<file path="src/hw/rtl/pfs_pkg.sv">
// Shared types and constants for the packet field stepper.
package pfs_pkg;

    // Operating modes
    localparam logic [1:0] MODE_INC  = 2'd0;
    localparam logic [1:0] MODE_DEC  = 2'd1;
    localparam logic [1:0] MODE_CSUM = 2'd2;

    // Register indexes (byte address is 8 * index)
    localparam logic [2:0] REG_MODE         = 3'd0;
    localparam logic [2:0] REG_FIELD_MASK   = 3'd1;
    localparam logic [2:0] REG_RANGE_FIRST  = 3'd2;
    localparam logic [2:0] REG_RANGE_LAST   = 3'd3;
    localparam logic [2:0] REG_CHAIN_PERIOD = 3'd4;

    // Masks
    localparam logic [63:0] CSUM_MASK       = 64'hFFFF_0000_0000_0000;
    localparam logic [63:0] FIELD_MASK_RST  = 64'hFFFF_FFFF_0000_0000;
    localparam int          CSUM_SHIFT      = 48;

    // Nine IPv4 header words, checksum word excluded; word a in slot 0
    typedef logic [8:0][15:0] hdr_words_t;

    // Settings derived from the configuration registers
    typedef struct packed {
        logic [63:0] mask;
        logic [63:0] step;
        logic [63:0] lo;
        logic [63:0] hi;
        logic        rng;
    } cfg_derived_t;

endpackage

</file>
<file path="src/hw/rtl/packet_field_stepper.sv">
// Top level of the packet field stepper: config registers, field update and beat pipeline.
//
// The block takes one packet beat per cycle while the output is not stalled and returns one
// result beat for each, through an input register and then the result register. The rate is set
// by the current-value update, a registered loop of one 64-bit add and a range compare
// that each beat must close before the next. Configuration is written over the APB port
// (64-bit registers at byte address 8*index); a write reloads the start value and clears
// the packet counter, and the derived range bounds are registered from the written registers.
// Reads return the register contents. Addresses beyond the register list are ignored.
module packet_field_stepper (
    input  logic        clk,
    input  logic        rst_n,
    // configuration port
    input  logic        psel,
    input  logic        penable,
    input  logic        pwrite,
    input  logic [5:0]  paddr,
    input  logic [63:0] pwdata,
    output logic [63:0] prdata,
    output logic        pready,
    // input channel
    input  logic        in_valid,
    output logic        in_stall,
    input  logic [63:0] packet_word,
    input  logic [15:0] hdr_word_a,
    input  logic [15:0] hdr_word_b,
    input  logic [15:0] hdr_word_c,
    input  logic [15:0] hdr_word_d,
    input  logic [15:0] hdr_word_e,
    input  logic [15:0] hdr_word_f,
    input  logic [15:0] hdr_word_g,
    input  logic [15:0] hdr_word_h,
    input  logic [15:0] hdr_word_i,
    // output channel
    output logic        out_valid,
    input  logic        out_stall,
    output logic [63:0] packet_word_out,
    output logic [63:0] field_value,
    output logic        chain_fire
);
    import pfs_pkg::*;

    // configuration registers
    logic [1:0]   mode_reg;
    logic [63:0]  field_mask_reg;
    logic [63:0]  range_first_reg;
    logic [63:0]  range_last_reg;
    logic [31:0]  chain_period_reg;
    logic         reload_pending_reg;

    // derived settings
    cfg_derived_t derived_reg;
    cfg_derived_t derived_next;
    logic [63:0]  start_next;
    logic [5:0]   step_pos;

    // state
    logic [63:0]  current_reg;
    logic [63:0]  current_next;
    logic [31:0]  apply_count_reg;
    logic [31:0]  phase_reg;
    logic [31:0]  phase_next;

    // pipeline
    logic         in_valid_reg;
    logic [63:0]  pkt_reg;
    hdr_words_t   hdr_reg;
    logic         out_valid_reg;
    logic [63:0]  pkt_out_reg;
    logic [63:0]  field_out_reg;
    logic         fire_reg;

    logic         cfg_write;
    logic [2:0]   cfg_index;
    logic         cfg_hit;
    logic         in_accept;
    logic         advance;
    logic         process;
    logic [63:0]  stepped;
    logic [63:0]  fv;
    logic [15:0]  csum;
    logic         fire;

    assign pready    = 1'b1;
    assign cfg_write = psel && penable && pwrite;
    assign cfg_index = paddr[5:3];
    assign cfg_hit   = cfg_write && (cfg_index <= REG_CHAIN_PERIOD);

    // Read back the registers
    always_comb
    begin
        unique case (cfg_index)
            REG_MODE:         prdata = {62'd0, mode_reg};
            REG_FIELD_MASK:   prdata = field_mask_reg;
            REG_RANGE_FIRST:  prdata = range_first_reg;
            REG_RANGE_LAST:   prdata = range_last_reg;
            REG_CHAIN_PERIOD: prdata = {32'd0, chain_period_reg};
            default:          prdata = 64'd0;
        endcase
    end

    // Write the registers and flag a reload
    always_ff @(posedge clk or negedge rst_n)
    begin
        if (!rst_n)
        begin
            mode_reg           <= MODE_INC;
            field_mask_reg     <= FIELD_MASK_RST;
            range_first_reg    <= 64'd0;
            range_last_reg     <= 64'd0;
            chain_period_reg   <= 32'd0;
            reload_pending_reg <= 1'b0;
        end
        else
        begin
            reload_pending_reg <= cfg_hit;
            if (cfg_write)
            begin
                unique case (cfg_index)
                    REG_MODE:         mode_reg         <= pwdata[1:0];
                    REG_FIELD_MASK:   field_mask_reg   <= pwdata;
                    REG_RANGE_FIRST:  range_first_reg  <= pwdata;
                    REG_RANGE_LAST:   range_last_reg   <= pwdata;
                    REG_CHAIN_PERIOD: chain_period_reg <= pwdata[31:0];
                    default:          ;
                endcase
            end
        end
    end

    // Derive mask, step and range bounds; the step is one-hot, so bounds are shifts
    always_comb
    begin
        derived_next.mask = (mode_reg == MODE_CSUM) ? CSUM_MASK : field_mask_reg;
        derived_next.step = derived_next.mask & (~derived_next.mask + 64'd1);
        step_pos = 6'd0;
        for (int i = 0; i < 64; i++)
        begin
            if (derived_next.step[i])
                step_pos = step_pos | 6'(i);
        end
        // an empty mask has a zero step and both bounds collapse to zero
        derived_next.lo  = (derived_next.step == 64'd0) ? 64'd0 : (range_first_reg << step_pos);
        derived_next.hi  = (derived_next.step == 64'd0) ? 64'd0 : (range_last_reg << step_pos);
        derived_next.rng = range_first_reg < range_last_reg;
        if (derived_next.rng && (mode_reg == MODE_INC))
            start_next = derived_next.hi;
        else if (derived_next.rng && (mode_reg == MODE_DEC))
            start_next = derived_next.lo;
        else
            start_next = 64'd0;
    end

    always_ff @(posedge clk or negedge rst_n)
    begin
        if (!rst_n)
        begin
            derived_reg.mask <= FIELD_MASK_RST;
            derived_reg.step <= 64'd1 << 32;
            derived_reg.lo   <= 64'd0;
            derived_reg.hi   <= 64'd0;
            derived_reg.rng  <= 1'b0;
        end
        else
        begin
            derived_reg <= derived_next;
        end
    end

    // Beat handshake
    assign advance   = !out_valid_reg || !out_stall;
    assign in_stall  = in_valid_reg && !advance;
    assign in_accept = in_valid && !in_stall;
    assign process   = in_valid_reg && advance;

    // Capture the input beat
    always_ff @(posedge clk or negedge rst_n)
    begin
        if (!rst_n)
            in_valid_reg <= 1'b0;
        else
            in_valid_reg <= in_accept || (in_valid_reg && !advance);
    end

    always_ff @(posedge clk)
    begin
        if (in_accept)
        begin
            pkt_reg <= packet_word;
            hdr_reg <= {hdr_word_i, hdr_word_h, hdr_word_g, hdr_word_f, hdr_word_e,
                        hdr_word_d, hdr_word_c, hdr_word_b, hdr_word_a};
        end
    end

    pfs_csum u_csum (
        .hdr  (hdr_reg),
        .csum (csum)
    );

    // Step the field value and wrap to the other end of the range; checksum mode loads the checksum, mode three holds
    always_comb
    begin
        stepped      = 64'd0;
        current_next = current_reg;
        unique case (mode_reg)
            MODE_INC:
            begin
                stepped = derived_reg.mask & (current_reg + derived_reg.step);
                if (derived_reg.rng && (stepped > derived_reg.hi || stepped < derived_reg.lo))
                    current_next = derived_reg.lo;
                else
                    current_next = stepped;
            end
            MODE_DEC:
            begin
                stepped = derived_reg.mask & (current_reg - derived_reg.step);
                if (derived_reg.rng && (stepped > derived_reg.hi || stepped < derived_reg.lo))
                    current_next = derived_reg.hi;
                else
                    current_next = stepped;
            end
            MODE_CSUM:
                current_next = {csum, 48'd0};
            default:
                current_next = current_reg;
        endcase
    end

    assign fv   = current_next & derived_reg.mask;
    assign fire = (chain_period_reg != 32'd0) && (phase_reg == 32'd0);

    // Track the count modulo the period; the count itself wraps at 2^32
    always_comb
    begin
        if (chain_period_reg == 32'd0)
            phase_next = 32'd0;
        else if ((apply_count_reg == 32'hFFFF_FFFF) || (phase_reg == chain_period_reg - 32'd1))
            phase_next = 32'd0;
        else
            phase_next = phase_reg + 32'd1;
    end

    // Hold the field state and counters; reload after a register write
    always_ff @(posedge clk or negedge rst_n)
    begin
        if (!rst_n)
        begin
            current_reg     <= 64'd0;
            apply_count_reg <= 32'd0;
            phase_reg       <= 32'd0;
        end
        else if (cfg_hit)
        begin
            apply_count_reg <= 32'd0;
            phase_reg       <= 32'd0;
        end
        else if (reload_pending_reg)
        begin
            current_reg <= start_next;
        end
        else if (process)
        begin
            current_reg     <= current_next;
            apply_count_reg <= apply_count_reg + 32'd1;
            phase_reg       <= phase_next;
        end
    end

    // Result register
    always_ff @(posedge clk or negedge rst_n)
    begin
        if (!rst_n)
            out_valid_reg <= 1'b0;
        else if (advance)
            out_valid_reg <= process;
    end

    always_ff @(posedge clk)
    begin
        if (process)
        begin
            pkt_out_reg   <= (pkt_reg & ~derived_reg.mask) | fv;
            field_out_reg <= fv;
            fire_reg      <= fire;
        end
    end

    assign out_valid       = out_valid_reg;
    assign packet_word_out = pkt_out_reg;
    assign field_value     = field_out_reg;
    assign chain_fire      = fire_reg;

`ifndef SYNTH
    // A beat that leaves the input register lands in the result register
    a_process_lands: assert property (@(posedge clk) disable iff (!rst_n)
        process |=> out_valid)
        else $error("processed beat did not reach the result register");

    // The input side stalls only with a beat held in the input register
    a_stall_needs_beat: assert property (@(posedge clk) disable iff (!rst_n)
        !in_valid_reg |-> !in_stall)
        else $error("input stalled with an empty input register");

    // The phase stays below a nonzero period
    a_phase_bound: assert property (@(posedge clk) disable iff (!rst_n)
        (chain_period_reg != 32'd0) |-> (phase_reg < chain_period_reg))
        else $error("chain phase out of range");

    // No chain trigger is flagged with chaining disabled
    a_fire_period: assert property (@(posedge clk) disable iff (!rst_n)
        (process && (chain_period_reg == 32'd0)) |=> !chain_fire)
        else $error("chain trigger with zero period");

    // A register write clears the counter at once
    a_cfg_clears: assert property (@(posedge clk) disable iff (!rst_n)
        cfg_hit |=> (apply_count_reg == 32'd0) && (phase_reg == 32'd0))
        else $error("register write did not clear the packet counter");
`endif

endmodule

</file>
<file path="src/hw/rtl/pfs_csum.sv">
// IPv4 header checksum over nine header words with a full end-around fold.
module pfs_csum (
    input  pfs_pkg::hdr_words_t hdr,
    output logic [15:0]         csum
);
    import pfs_pkg::*;

    logic [19:0] sum_ab;
    logic [19:0] sum_cd;
    logic [19:0] sum_ef;
    logic [19:0] sum_gh;
    logic [19:0] sum_all;
    logic [16:0] fold1;
    logic [15:0] fold2;

    // Add the nine words as a balanced tree
    assign sum_ab  = {4'd0, hdr[0]} + {4'd0, hdr[1]};
    assign sum_cd  = {4'd0, hdr[2]} + {4'd0, hdr[3]};
    assign sum_ef  = {4'd0, hdr[4]} + {4'd0, hdr[5]};
    assign sum_gh  = {4'd0, hdr[6]} + {4'd0, hdr[7]};
    assign sum_all = (sum_ab + sum_cd) + (sum_ef + sum_gh) + {4'd0, hdr[8]};

    // Fold the carries twice; the second fold cannot carry out again
    assign fold1 = {1'b0, sum_all[15:0]} + {13'd0, sum_all[19:16]};
    assign fold2 = fold1[15:0] + {15'd0, fold1[16]};

    assign csum = ~fold2;

endmodule

</file>
<file path="config.mk">
export PLATFORM = sky130hd
export DESIGN_NAME = packet_field_stepper
export DESIGN_NICKNAME = d
export VERILOG_FILES = /design/src/hw/rtl/pfs_pkg.sv /design/src/hw/rtl/packet_field_stepper.sv /design/src/hw/rtl/pfs_csum.sv
export SDC_FILE = /design/constraint.sdc
export NUM_CORES = 2
export LEC_CHECK = 0
export ABC_AREA = 1
export BUFFER_PORTS_ARGS = -buffer_cell sky130_fd_sc_hd__buf_4
export CORE_MARGIN = 1
export CORE_UTILIZATION = 25
export CTS_BUF_LIST = sky130_fd_sc_hd__clkbuf_16
export DETAILED_ROUTE_END_ITERATION = 10
export GPL_TIMING_DRIVEN = 0
export HOLD_SLACK_MARGIN = 0.06
export MAX_ROUTING_LAYER = met4
export PLACE_DENSITY = 0.42
export RECOVER_POWER = 100
export SYNTH_ARGS = -nofsm -noshare
export SYNTH_HDL_FRONTEND = slang
export SYNTH_SLANG_ARGS = --single-unit
</file>
<file path="constraint.sdc">
create_clock -name clk -period 24.1 [get_ports clk]
set_input_delay 4.82 -clock clk [delete_from_list [all_inputs] [get_ports clk]]
set_output_delay 4.82 -clock clk [all_outputs]
set_load 0.02 [all_outputs]
</file>
==> impl_metrics.ini <==
[status]
status = complete, but fails checks
violations = capacitance limit, slew limit

[logic_synthesis]
synth_area_leaders = dfrtp_1 (19%), edfxtp_1 (14%), nand2_1 (12%)
synth_most_common_cell = nand2_1
syn_nets = 10860
syn_avg_cell_area_um2 = 7.245
synth_edf_count = 337
synth_common_cells = nand2_1 (2310), inv_1 (1411), nand3_1 (1096), nor2_1 (724), o21ai_0 (622)
syn_inst = 9984
synth_top_area_share_pct = 18.96
async_reset_ff_share_pct = 64.53
ys_warn_count = 0
ys_ff_latch = 950
netlist_area_mm2 = 0.07234
synth_ff_type = dfrtp_1
ys_types = 68
synth_top_area_cell = dfrtp_1
ys_seq_area_share_pct = 35.31

[grt]
grt_pass1_wl_mm = 620.2
antenna_found_initial = 28
first_global_vias = 74600
overflow = 0
grt_max_degree = 105
grtUsageTotal_pct = 31.72

[worst_setup_path]
r2r_slack_ns = 12.84
timing.critical_path.buf_inv = 4
start_kind = primary input
critical-path-top-delay-family = buffers and inverters
reg2reg_depth = 53
crit_cells = 4
worstPathRequired_ns = 23.95
path_cells = clkbuf_1 -> clkbuf_1 -> buf_16 -> clkbuf_1
r2r-start = hdr_reg[96]
cp.arrival_ns = 15.79
crit_top_cell = clkbuf_1
cp-end-kind = asynchronous set/reset pin
critical_path.max_fanout = 97
critical_path_class = in2async
slowest_delay_ns = 4.13
timing.rr.end = packet_word_out[56]
crit_path_top_delay_cell = clkbuf_1

[timing]
slew_violations = 806
worst_slew_pin_slew_ns = 6.257
finalSetupViolations = 0
rsz0062_at_grt = no
whs_ns = 0.4837
maxSlewHeadroom_pct = -317.2
period_needed_ns = 15.94
timing.final.crit_share_pct = 66.15
hold_viol = 0
fin_skew_ns = 0.04649
fmax_ghz = 0.06273
fin_setup_tns_ns = 0

[placed_design]
dp_hpwl_mm = 395.8
gp_congestion = 1.051
portBuffers = 476

[clock_tree]
cts-root-buf = clkbuf_16
clkLatencyLatePin_ns = 0.89
cts_resized = 0
numCtsBuffers = 123
cts_hold_buf = 0
clockBufferDepth = 4
cts_setup_buffers = 0
htree_num_levels = 3
clock_sinks = 950
clkTransAtPathRegs_ns = 0.06
cts_tree = yes

[final_layout]
largest_register_ffs = 256
drive_gt1_share_pct = 7.093
final_nets = 11480
synthToLayoutAreaGrowth_pct = 16.11

[power]
vdd_ir_drop_max_v = 0.0001281
p_leak_nw = 40.26
finalPower_mw = 14.31
power.density_mw_per_mm2 = 170.3

[routing]
drc_errors = 0
firstDrtPassIters = 8
antenna_left = 0
vias_per_cell = 5.238
post_drt_wl_per_cell_um = 31.77
finalWirelength_mm = 460.6
drt_iter0_drc = 7661
vias = 75940

[hold_path]
hold_path_end = range_last_reg[45]
hold_path.startpoint = range_last_reg[45]
hold_path_class = reg2reg
holdPathStages = 2

[floorplanning]
dieHeight_um = 539.9
row_count = 197
die_area_mm2 = 0.2915
core_mm2 = 0.2879
ioPinCount = 481
initial_core_util_pct = 25.13
fp.dieW_um = 539.9

[flow_run]
maxCapViolCount = 15
## tightest hold or removal path: stages (launching register included)
cell,delay [ns]
dfrtp_1,0.34
nand2_1,0.05
o21ai_0,0.06
## how the worst max path moves through the flow
stage	startpoint	to
2_1_floorplan	paddr[3]	prdata[54]
3_3_place_gp	rst_n	derived_reg[71]
3_5_place_dp	paddr[5]	prdata[54]
4_1_cts	paddr[5]	prdata[54]
5_1_grt	rst_n	derived_reg[5]
6_report	rst_n	derived_reg[71]
## per-stage QoR
stage / worst slack, ns / instances / area, um^2 / util [%]
after floorplan: 13.13 / 9984 / 72340 / -
after global placement: 10.61 / 14240 / 80640 / 28.01
after detailed placement: 11.18 / 14260 / 81000 / 28.14
after CTS: 11.16 / 14480 / 85070 / 29.55
after global routing: 6.018 / 14490 / 83960 / 29.16
final: 8.159 / 14500 / 83990 / 29.17
## metal layers
metal	vias to the layer above	GRT usage, %	part of all wire (%)
met3	652	4.207	6.0
met2	3049	48.06	44
li1	34630	-	-
met1	37610	41.54	44
met4	0	15.39	6.0
met5	-	-	0
## kinds of logic after synthesis
logic type      after synthesis  synth area share, %
simple gates               4687                28.14
buf+inv                    1862                10.12
compound gates             1747                13.85
flops                       950                35.31
fa+ha+maj                   592                10.82
xor+xnor                    145                1.756
other cells                   1             0.005184
## final cells by class
class	instances	area, um^2
tap	3781	4731
fill	32030	203900
antenna	17	42.54
buffer	426	1834
inverter	1436	5394
multi-input combinational	7172	39410
timing repair buffer	492	2975
clock buffer	125	3128
clock inverter	100	934.6
sequential	950	25540
## report_power, final
group	switching, mW	internal [mW]
sequential	0.403	2.07
combinational	7.59	2.35
clock	0.785	1.12
total	8.78	5.53
## layout by cell type (no fill, tap or decap), drive strengths merged, types with 252 or more instances in the layout
cell,synthesis,routed
nand2,2314,2314
inv,1432,1465
nand3,1103,1103
clkbuf,238,809
nor2,744,744
o21ai,679,679
a21oi,579,579
dfrtp,548,548
ha,536,536
edfxtp,337,337
nand4,252,252
Note: power is estimated with default switching activity, not from simulation.
